### src/hdl/mrt_pkg.sv
// Package: shared types and constants of the mesh route table.
package mrt_pkg;

    localparam int ROUTE_SLOTS = 16;
    localparam int SLOT_W      = (ROUTE_SLOTS > 1) ? $clog2(ROUTE_SLOTS) : 1;
    localparam int CNT_W       = $clog2(ROUTE_SLOTS + 1);

    localparam logic [2:0] CMD_UPDATE  = 3'd0;
    localparam logic [2:0] CMD_LOOKUP  = 3'd1;
    localparam logic [2:0] CMD_REQUEST = 3'd2;
    localparam logic [2:0] CMD_RELEASE = 3'd3;
    localparam logic [2:0] CMD_REMOVE  = 3'd4;
    localparam logic [2:0] CMD_SCAN    = 3'd5;

    localparam logic [3:0] K_CREATED  = 4'd0;
    localparam logic [3:0] K_REPLACED = 4'd1;
    localparam logic [3:0] K_IGNORED  = 4'd2;
    localparam logic [3:0] K_FULL     = 4'd3;
    localparam logic [3:0] K_HIT      = 4'd4;
    localparam logic [3:0] K_MISS     = 4'd5;
    localparam logic [3:0] K_REQUEST  = 4'd6;
    localparam logic [3:0] K_RELEASED = 4'd7;
    localparam logic [3:0] K_REMOVED  = 4'd8;
    localparam logic [3:0] K_NOTFOUND = 4'd9;
    localparam logic [3:0] K_DELETED  = 4'd10;
    localparam logic [3:0] K_SCANDONE = 4'd11;

    localparam logic [1:0] REG_LIFETIME = 2'd0;
    localparam logic [1:0] REG_TIMEOUT  = 2'd1;
    localparam logic [1:0] REG_RETRIES  = 2'd2;
    localparam logic [1:0] REG_NOROUTE  = 2'd3;

    typedef struct packed {
        logic        valid;
        logic        running;
        logic [15:0] dest;
        logic [3:0]  radio;
        logic [7:0]  metric;
        logic [15:0] next_hop;
        logic [15:0] origin;
        logic [15:0] seq_num;
        logic [7:0]  flags;
        logic [15:0] life;
        logic [7:0]  req_left;
        logic [7:0]  retries;
    } t_entry;

    // one cell's view of the current request
    typedef struct packed {
        logic [2:0]  cmd;
        logic [15:0] dest;
        logic [3:0]  radio;
        logic [7:0]  metric;
        logic [15:0] next_hop;
        logic [15:0] origin;
        logic [15:0] seq_num;
        logic [7:0]  flags;
    } t_req;

    // control from the sequencer, shared by every cell
    typedef struct packed {
        logic shift;   // rotate the ring one slot
        logic tick;    // one second passes (scan, first lap)
        logic act;     // head cell applies the request
        logic scan;    // head cell applies scan expiry
        logic create;  // head cell is the target free slot
        logic [15:0] lifetime;
        logic [7:0]  timeout;
        logic [7:0]  retries;
    } t_ctl;

endpackage

### src/hdl/mrt_cell.sv
// Route cell: one table slot in a rotating ring; the head cell applies commands.
module mrt_cell (
    input  logic                 i_clk,
    input  logic                 i_rst_n,
    input  mrt_pkg::t_ctl        i_ctl,
    input  logic                 i_head,
    input  mrt_pkg::t_req        i_req,
    input  mrt_pkg::t_entry      i_prev,
    output mrt_pkg::t_entry      o_entry
);
    mrt_pkg::t_entry r_e, n_e, w_e;

    assign o_entry = r_e;

    always_comb begin
        w_e = i_ctl.shift ? i_prev : r_e;
        n_e = w_e;
        if (i_head && i_ctl.tick) begin
            if (w_e.valid && w_e.life != 16'd0) n_e.life = w_e.life - 16'd1;
            if (w_e.running && w_e.req_left != 8'd0) n_e.req_left = w_e.req_left - 8'd1;
        end
        if (i_head && i_ctl.act) begin
            unique case (i_req.cmd)
                mrt_pkg::CMD_UPDATE: begin
                    if (i_ctl.create) begin
                        n_e.valid = 1'b1;
                        n_e.running = 1'b0;
                        n_e.req_left = 8'd0;
                        n_e.retries = 8'd0;
                    end
                    n_e.life = i_ctl.lifetime;
                    if (i_ctl.create || !(w_e.origin == i_req.origin &&
                            w_e.seq_num == i_req.seq_num &&
                            w_e.metric <= i_req.metric)) begin
                        n_e.dest = i_req.dest;
                        n_e.radio = i_req.radio;
                        n_e.metric = i_req.metric;
                        n_e.next_hop = i_req.next_hop;
                        n_e.origin = i_req.origin;
                        n_e.seq_num = i_req.seq_num;
                        n_e.flags = i_req.flags;
                    end
                end
                mrt_pkg::CMD_LOOKUP: n_e.life = i_ctl.lifetime;
                mrt_pkg::CMD_REQUEST: begin
                    n_e.retries = i_ctl.retries;
                    n_e.req_left = i_ctl.timeout;
                    n_e.running = 1'b1;
                end
                mrt_pkg::CMD_RELEASE: n_e.running = 1'b0;
                mrt_pkg::CMD_REMOVE: begin
                    n_e.valid = 1'b0;
                    n_e.running = 1'b0;
                end
                default: ;
            endcase
        end
        if (i_head && i_ctl.scan && w_e.valid) begin
            if (w_e.running && w_e.req_left == 8'd0) begin
                if (w_e.retries != 8'd0) begin
                    n_e.retries = w_e.retries - 8'd1;
                    n_e.req_left = i_ctl.timeout;
                end else begin
                    n_e.valid = 1'b0;
                    n_e.running = 1'b0;
                end
            end
            if (w_e.life == 16'd0) begin
                n_e.valid = 1'b0;
                n_e.running = 1'b0;
            end
        end
    end

    always_ff @(posedge i_clk) begin
        r_e <= n_e;
        if (!i_rst_n) begin
            r_e.valid <= 1'b0;
            r_e.running <= 1'b0;
        end
    end
endmodule

### src/hdl/mesh_route_table.sv
// Top level: mesh route table built as a rotating ring of route cells.
//  channel  | signals                              | direction
//  command  | i_start, o_busy, i_command..fields  | in
//  result   | o_valid, o_kind..o_last              | out, no stall
//  config   | i_cfg_we, i_cfg_index, i_cfg_data    | in
// Every command up to CMD_SCAN rotates the ring of ROUTE_SLOTS cells through two laps,
// one slot per cycle: a find lap (a scan also counts timers down) and an act lap in
// which the entry passing the head is examined and updated. busy stays high through
// both laps and a done state; a command is taken only while busy is low.
// A scan slot that re-sends a request and also expires gives its deleted result
// in the cycle after its request result, possibly just after busy falls.
// Synchronous reset clears valid and running bits. Results cannot be stalled.
module mesh_route_table (
    input  logic        i_clk,
    input  logic        i_rst_n,
    input  logic        i_start,
    output logic        o_busy,
    input  logic [2:0]  i_command,
    input  logic [15:0] i_dest,
    input  logic [3:0]  i_radio,
    input  logic [7:0]  i_metric,
    input  logic [15:0] i_next_hop,
    input  logic [15:0] i_origin,
    input  logic [15:0] i_sequence_req,
    input  logic [7:0]  i_route_flags,
    input  logic        i_cfg_we,
    input  logic [1:0]  i_cfg_index,
    input  logic [15:0] i_cfg_data,
    output logic        o_valid,
    output logic [3:0]  o_kind,
    output logic [15:0] o_dest_res,
    output logic [7:0]  o_metric_res,
    output logic [15:0] o_next_hop_res,
    output logic [3:0]  o_radio_res,
    output logic [7:0]  o_route_flags_res,
    output logic        o_last
);
    localparam int N = mrt_pkg::ROUTE_SLOTS;

    typedef enum logic [3:0] {
        S_IDLE = 4'b0001,
        S_FIND = 4'b0010,
        S_ACT  = 4'b0100,
        S_DONE = 4'b1000
    } t_state;

    t_state r_state, n_state;
    logic [15:0] r_life;
    logic [7:0]  r_tmo, r_retr, r_nrm;
    mrt_pkg::t_req r_req;
    logic [mrt_pkg::CNT_W-1:0] r_cnt, n_cnt;
    logic r_hit, r_free, r_stop;
    logic r_dpend;
    logic [mrt_pkg::SLOT_W-1:0] r_tgt;
    logic r_ov;
    logic [3:0] r_k;
    logic [15:0] r_d, r_nh;
    logic [7:0] r_m, r_f;
    logic [3:0] r_r;
    logic r_l;

    mrt_pkg::t_entry w_ent [N];
    mrt_pkg::t_ctl   w_ctl;
    mrt_pkg::t_entry h;
    logic [mrt_pkg::SLOT_W-1:0] w_pos;
    logic w_at;
    logic w_match;

    assign h = w_ent[0];
    assign w_pos = r_cnt[mrt_pkg::SLOT_W-1:0];
    assign w_at = (w_pos == r_tgt);
    assign w_match = h.valid && h.dest == r_req.dest;
    assign o_busy = (r_state != S_IDLE);

    // the last cell takes the head entry as it rotates and applies the changes
    genvar g;
    generate
        for (g = 0; g < N; g++) begin : g_cell
            mrt_cell u_cell (
                .i_clk  (i_clk),
                .i_rst_n(i_rst_n),
                .i_ctl  (w_ctl),
                .i_head (g == N - 1),
                .i_req  (r_req),
                .i_prev (w_ent[(g + 1) % N]),
                .o_entry(w_ent[g])
            );
        end
    endgenerate

    // evaluate scan expiry on the head entry as it enters the head cell in the act lap
    logic w_exp_req, w_del;
    always_comb begin
        w_exp_req = h.valid && h.running && h.req_left == 8'd0 && h.retries != 8'd0;
        w_del = h.valid && ((h.running && h.req_left == 8'd0 && h.retries == 8'd0)
                || h.life == 16'd0);
    end

    always_comb begin
        n_state = r_state;
        n_cnt = r_cnt;
        w_ctl = '0;
        w_ctl.lifetime = r_life;
        w_ctl.timeout = r_tmo;
        w_ctl.retries = r_retr;
        unique case (r_state)
            S_IDLE: begin
                if (i_start && i_command <= mrt_pkg::CMD_SCAN) begin
                    n_state = S_FIND;
                    n_cnt = '0;
                end
            end
            S_FIND: begin
                w_ctl.shift = 1'b1;
                w_ctl.tick = (r_req.cmd == mrt_pkg::CMD_SCAN);
                n_cnt = r_cnt + 1'b1;
                if (r_cnt == mrt_pkg::CNT_W'(N - 1)) begin
                    n_cnt = '0;
                    n_state = S_ACT;
                end
            end
            S_ACT: begin
                w_ctl.shift = 1'b1;
                w_ctl.act = w_at && (r_hit || (r_req.cmd == mrt_pkg::CMD_UPDATE && r_free));
                w_ctl.create = !r_hit;
                w_ctl.scan = (r_req.cmd == mrt_pkg::CMD_SCAN) && !r_stop;
                n_cnt = r_cnt + 1'b1;
                if (r_cnt == mrt_pkg::CNT_W'(N - 1)) n_state = S_DONE;
            end
            S_DONE: n_state = S_IDLE;
            default: n_state = S_IDLE;
        endcase
    end

    always_ff @(posedge i_clk) begin
        if (!i_rst_n) begin
            r_state <= S_IDLE;
            r_cnt <= '0;
            r_life <= 16'd300;
            r_tmo <= 8'd5;
            r_retr <= 8'd3;
            r_nrm <= 8'd255;
            r_ov <= 1'b0;
            r_hit <= 1'b0;
            r_free <= 1'b0;
            r_stop <= 1'b0;
            r_dpend <= 1'b0;
            r_tgt <= '0;
        end else begin
            r_state <= n_state;
            r_cnt <= n_cnt;
            r_ov <= 1'b0;
            // deleted result after a re-sent request of the same slot
            if (r_dpend) begin
                r_ov <= 1'b1;
                r_k <= mrt_pkg::K_DELETED;
                r_l <= 1'b1;
                r_dpend <= 1'b0;
            end
            if (i_cfg_we) begin
                unique case (i_cfg_index)
                    mrt_pkg::REG_LIFETIME: r_life <= i_cfg_data;
                    mrt_pkg::REG_TIMEOUT:  r_tmo <= i_cfg_data[7:0];
                    mrt_pkg::REG_RETRIES:  r_retr <= i_cfg_data[7:0];
                    mrt_pkg::REG_NOROUTE:  r_nrm <= i_cfg_data[7:0];
                    default: ;
                endcase
            end
            unique case (r_state)
                S_IDLE: begin
                    r_hit <= 1'b0;
                    r_free <= 1'b0;
                    r_stop <= 1'b0;
                    if (i_start) begin
                        r_req.cmd <= i_command;
                        r_req.dest <= i_dest;
                        r_req.radio <= i_radio;
                        r_req.metric <= i_metric;
                        r_req.next_hop <= i_next_hop;
                        r_req.origin <= i_origin;
                        r_req.seq_num <= i_sequence_req;
                        r_req.flags <= i_route_flags;
                    end
                end
                S_FIND: begin
                    if (w_match && !r_hit) begin
                        r_hit <= 1'b1;
                        r_tgt <= w_pos;
                    end else if (!h.valid && !r_hit && !r_free) begin
                        r_free <= 1'b1;
                        r_tgt <= w_pos;
                    end
                end
                S_ACT: begin
                    if (w_at && r_req.cmd != mrt_pkg::CMD_SCAN &&
                            (r_hit || (r_req.cmd == mrt_pkg::CMD_UPDATE && r_free))) begin
                        r_ov <= 1'b1;
                        r_l <= 1'b1;
                        r_d <= r_req.dest;
                        r_m <= h.metric; r_nh <= h.next_hop;
                        r_r <= h.radio; r_f <= h.flags;
                        unique case (r_req.cmd)
                            mrt_pkg::CMD_UPDATE: begin
                                if (!r_hit) r_k <= mrt_pkg::K_CREATED;
                                else if (h.origin == r_req.origin &&
                                        h.seq_num == r_req.seq_num &&
                                        h.metric <= r_req.metric)
                                    r_k <= mrt_pkg::K_IGNORED;
                                else r_k <= mrt_pkg::K_REPLACED;
                                if (!r_hit || !(h.origin == r_req.origin &&
                                        h.seq_num == r_req.seq_num &&
                                        h.metric <= r_req.metric)) begin
                                    r_m <= r_req.metric; r_nh <= r_req.next_hop;
                                    r_r <= r_req.radio; r_f <= r_req.flags;
                                end
                            end
                            mrt_pkg::CMD_LOOKUP:  r_k <= mrt_pkg::K_HIT;
                            mrt_pkg::CMD_REQUEST: r_k <= mrt_pkg::K_REQUEST;
                            mrt_pkg::CMD_RELEASE: r_k <= mrt_pkg::K_RELEASED;
                            default:              r_k <= mrt_pkg::K_REMOVED;
                        endcase
                    end
                    if (r_req.cmd == mrt_pkg::CMD_SCAN && !r_stop && (w_exp_req || w_del)) begin
                        r_ov <= 1'b1;
                        r_d <= h.dest; r_m <= h.metric; r_nh <= h.next_hop;
                        r_r <= h.radio; r_f <= h.flags;
                        r_k <= w_exp_req ? mrt_pkg::K_REQUEST : mrt_pkg::K_DELETED;
                        r_l <= !w_exp_req;
                        if (w_del) r_stop <= 1'b1;
                        if (w_exp_req && w_del) r_dpend <= 1'b1;
                    end
                end
                S_DONE: begin
                    if (!(r_req.cmd == mrt_pkg::CMD_SCAN && r_stop) &&
                            !(r_req.cmd != mrt_pkg::CMD_SCAN &&
                              (r_hit || (r_req.cmd == mrt_pkg::CMD_UPDATE && r_free)))) begin
                        r_ov <= 1'b1;
                        r_l <= 1'b1;
                        r_d <= r_req.dest;
                        r_m <= 8'd0; r_nh <= 16'd0; r_r <= 4'd0; r_f <= 8'd0;
                        unique case (r_req.cmd)
                            mrt_pkg::CMD_UPDATE: r_k <= mrt_pkg::K_FULL;
                            mrt_pkg::CMD_LOOKUP: begin
                                r_k <= mrt_pkg::K_MISS;
                                r_m <= r_nrm;
                            end
                            mrt_pkg::CMD_SCAN: begin
                                r_k <= mrt_pkg::K_SCANDONE;
                                r_d <= 16'd0;
                            end
                            default: r_k <= mrt_pkg::K_NOTFOUND;
                        endcase
                    end
                end
                default: ;
            endcase
        end
    end

    assign o_valid = r_ov;
    assign o_kind = r_k;
    assign o_dest_res = r_d;
    assign o_metric_res = r_m;
    assign o_next_hop_res = r_nh;
    assign o_radio_res = r_r;
    assign o_route_flags_res = r_f;
    assign o_last = r_l;
endmodule

### config.mk
export PLATFORM = sky130hd
export DESIGN_NAME = mesh_route_table
export DESIGN_NICKNAME = d
export VERILOG_FILES = /design/src/hdl/mrt_pkg.sv /design/src/hdl/mrt_cell.sv /design/src/hdl/mesh_route_table.sv
export SDC_FILE = /design/constraint.sdc
export NUM_CORES = 2
export LEC_CHECK = 0
export ABC_CLOCK_PERIOD_IN_PS = 102300
export BUFFER_PORTS_ARGS = -buffer_cell sky130_fd_sc_hd__buf_2
export CORE_ASPECT_RATIO = 0.7
export CORE_UTILIZATION = 41
export DETAILED_ROUTE_END_ITERATION = 8
export SYNTH_ARGS = -nofsm -noshare
export SYNTH_HDL_FRONTEND = slang
export SYNTH_SLANG_ARGS = --single-unit
### constraint.sdc
create_clock -name i_clk -period 102.3 [get_ports i_clk]
set_input_delay 15.345 -clock i_clk [delete_from_list [all_inputs] [get_ports i_clk]]
set_output_delay 15.345 -clock i_clk [all_outputs]
set_load 0.05 [all_outputs]
==> metrics.yaml <==
status: "finished, final reports clean"
port_buffers: 167
gp_congestion: 0.847
p_clk_share_pct: 34.8
final_cells: 6501
wl_per_cell_um: 20.1
grt_max_degree: 195
wl_um: 131000
switchingPower_mw: 0.472
critPathKind: "register to primary output"
cts_tree: "yes"
cp_num_buf_inv: 2
synth_edf_count: 1884
first_global_vias: 31364
die_w_um: 498
total_leakage_power_nw: 26.2
p_seq_share_pct: 57.0
holdCritPathClass: "register to register"
worstPathCellList: "nor4b_1 -> inv_1 -> buf_2"
die_h_um: 350
antenna_left: 0
power_density_nw_per_um2: 24.3
worstMarginPinSlew_ns: 1.12
setup_violations: 0
grt-ovfl-total: 0
synth_most_common_cell: "edfxtp_1"
synthAdderAreaFrac_pct: 0.371
clk_pin_slew_ns: 0.07
cp_top_family: "simple AND/OR/NAND/NOR gates"
cp_max_fo: 10
p_comb_share_pct: 8.3
cp.depth: 3
cts_buffer_depth: 3
cts-resized-gates: 0
netlist_area_um2: 70700
synth_top_cell_area_share_pct: 80.0
grt_usage_pct: 14.8
cts_htree_levels: 4
maxCapViolations: 0
start_kind: "register"
ys_ff_latch: 2090
ys_types: 89
final.period_utilization_pct: 17.6
setup_tns_ns: 0
hold_viol: 0
synth_top_family_by_area: "simple AND/OR/NAND/NOR gates"
postCtsSetupBuffers: 0
cts_sinks: 2090
cpPeakStageDelay_ns: 0.79
synth_compound_area_share_pct: 4.77
synthSimpleGateAreaFrac_pct: 6.14
antenna_found_initial: 20
place_inst: 6149
syn-num-nets: 3961
area_growth_pct: 13.5
synth_area_leaders: "edfxtp_1, dfxtp_1, nand2_1"
switching_share_pct: 24.2
endpoint_kind: "primary output"
fin_nets: 4210
ys_top_cells_by_count: "edfxtp_1, nand2_1, dfxtp_1"
intPower_mw: 1.48
rows: 127
finClkSkew_ns: 0.0664
crit_path_top_delay_cell: "nor4b_1"
vias: 33147
fmax_mhz: 55.5
rsz0062_at_grt: "false"
start_util_pct: 41.3
fin_crit_ns: 18.03
drt_pass1_iterations: 6
route.detailed.drc: 0
vdd_drop_max_mv: 0.0169
drt_iter0_drc: 3739
cts_hold_buf: 0
netlist_instances: 3831
ioPinCount: 168
reg2regPathDepth: 13
dpl.hpwl_um: 79400
yosys_warnings: 0
required_ns: 86.96
ys_seq_area_share_pct: 85.8
grt_first_pass_wirelength_um: 194000
async_flop_share_pct: 0
dieArea_um2: 174000
synth-xor-area-share_pct: 1.06
synth_ff_type: "edfxtp_1"
finalMaxSlewViolations: 0
avgViaCountPerCell: 5.10
yosysTopAreaCell: "edfxtp_1"
clkLatencyLatePin_ns: 0.81
clockRootBuffer: "clkbuf_16"
coreArea_um2: 171000
holdPathStages: 0
crit_arrival_ns: 2.68
drive_gt1_share_pct: 12.1
numCtsBuffers: 186
slew_headroom_pct: 25.5
postSynthAreaPerCell_um2: 18.5
synth.area.mux_share_pct: 0.653
-- sequential cells by signal, indices dropped and copies added (netlist names), 4 cells and up --
| name | cells |
|---|---|
| r_req | 87 |
| r_state | 4 |
| o_next_hop_res | 16 |
| r_retr | 8 |
| r_nrm | 8 |
| r_tgt | 4 |
| o_radio_res | 4 |
| o_dest_res | 16 |
| r_tmo | 8 |
| r_life | 16 |
| r_cnt | 5 |
| o_metric_res | 8 |
| o_kind | 4 |
| o_route_flags_res | 8 |
| g_cell.u_cell.o_entry | 1888 |
-- per-layer routing --
metal	routed length (µm)	GRT usage, %
met1	63600	22.7
met2	54800	20.2
met3	8070	3.31
met4	4340	5.69
met5	0	0
-- worst reg2reg max path: cells and delay by family (launching register included) --
family	cells	cell delay, ns
xor gates and xnor gates	1	0.17
DFF	1	0.60
buffers and inverters	7	5.14
and+or+nand+nor	5	0.91
-- per-stage QoR --
step	cell area (µm²)	total power [mW]	utilization [%]	setup slack [ns]	hold WS, ns
2_1_floorplan	70700	1.42	-	50.99	0.400
3_3_place_gp	74300	1.28	43.4	83.71	0.400
3_5_place_dp	74300	1.29	43.4	83.60	0.405
4_1_cts	80300	1.98	46.8	84.21	0.362
5_1_grt	80300	2.04	46.8	83.98	0.388
6_report	80300	1.95	46.9	84.27	0.369
-- worst paths after layout --
check | from | endpoint | slack [ns]
hold reg to reg | g_cell[12].u_cell.o_entry[38] | g_cell[11].u_cell.o_entry[38] | 0.37
setup reg to reg | r_state[1] | g_cell[15].u_cell.o_entry[112] | 95.39
setup / recovery | r_state[1] | o_busy | 84.27
hold / removal | g_cell[12].u_cell.o_entry[38] | g_cell[11].u_cell.o_entry[38] | 0.37
-- layout by cell type, fill, tap and decap left out, types with 43 or more instances in the layout --
cell type  Yosys  final
nand2_1      403    402
clkbuf_16      0    189
nor4_1       101     99
nor3_1        91     90
a21boi_0      63     63
xor2_1        47     47
edfxtp_1    1884   1884
nor2_1       141    140
buf_2         28    167
dfxtp_1      206    206
a21oi_1       98     96
clkbuf_1     105     58
o21ai_0       67     67
inv_1         43     43
o2bb2ai_1     80     80
buf_4          2     46
-- logic make-up after synthesis --
kind of cell,after synthesis
flip-flops,2090
adder cells (fa/ha/maj),21
multiplexers,45
XOR/XNOR,84
AO/OA/AOI/OAI,475
AND/OR/NAND/NOR,916
buffers and inverters,200
-- power groups by stage --
stage          clock network [mW]  logic [mW]  registers, mW
2_1_floorplan                   0       0.117           1.30
3_3_place_gp                    0       0.156           1.13
3_5_place_dp                    0       0.162           1.13
4_1_cts                     0.702       0.163           1.11
5_1_grt                     0.734       0.180           1.12
6_report                    0.679       0.162           1.11
-- area by class of cell --
type | count | area [µm²]
multi-input cells | 1541 | 9320
well taps | 2257 | 2820
clock inverters | 86 | 845
inverters | 45 | 176
flip-flops and latches | 2090 | 60700
diodes | 4 | 10.0
fillers | 14333 | 91000
repair buffers | 216 | 1240
clock buffers | 262 | 5140
(Power assumes the default switching activity.)
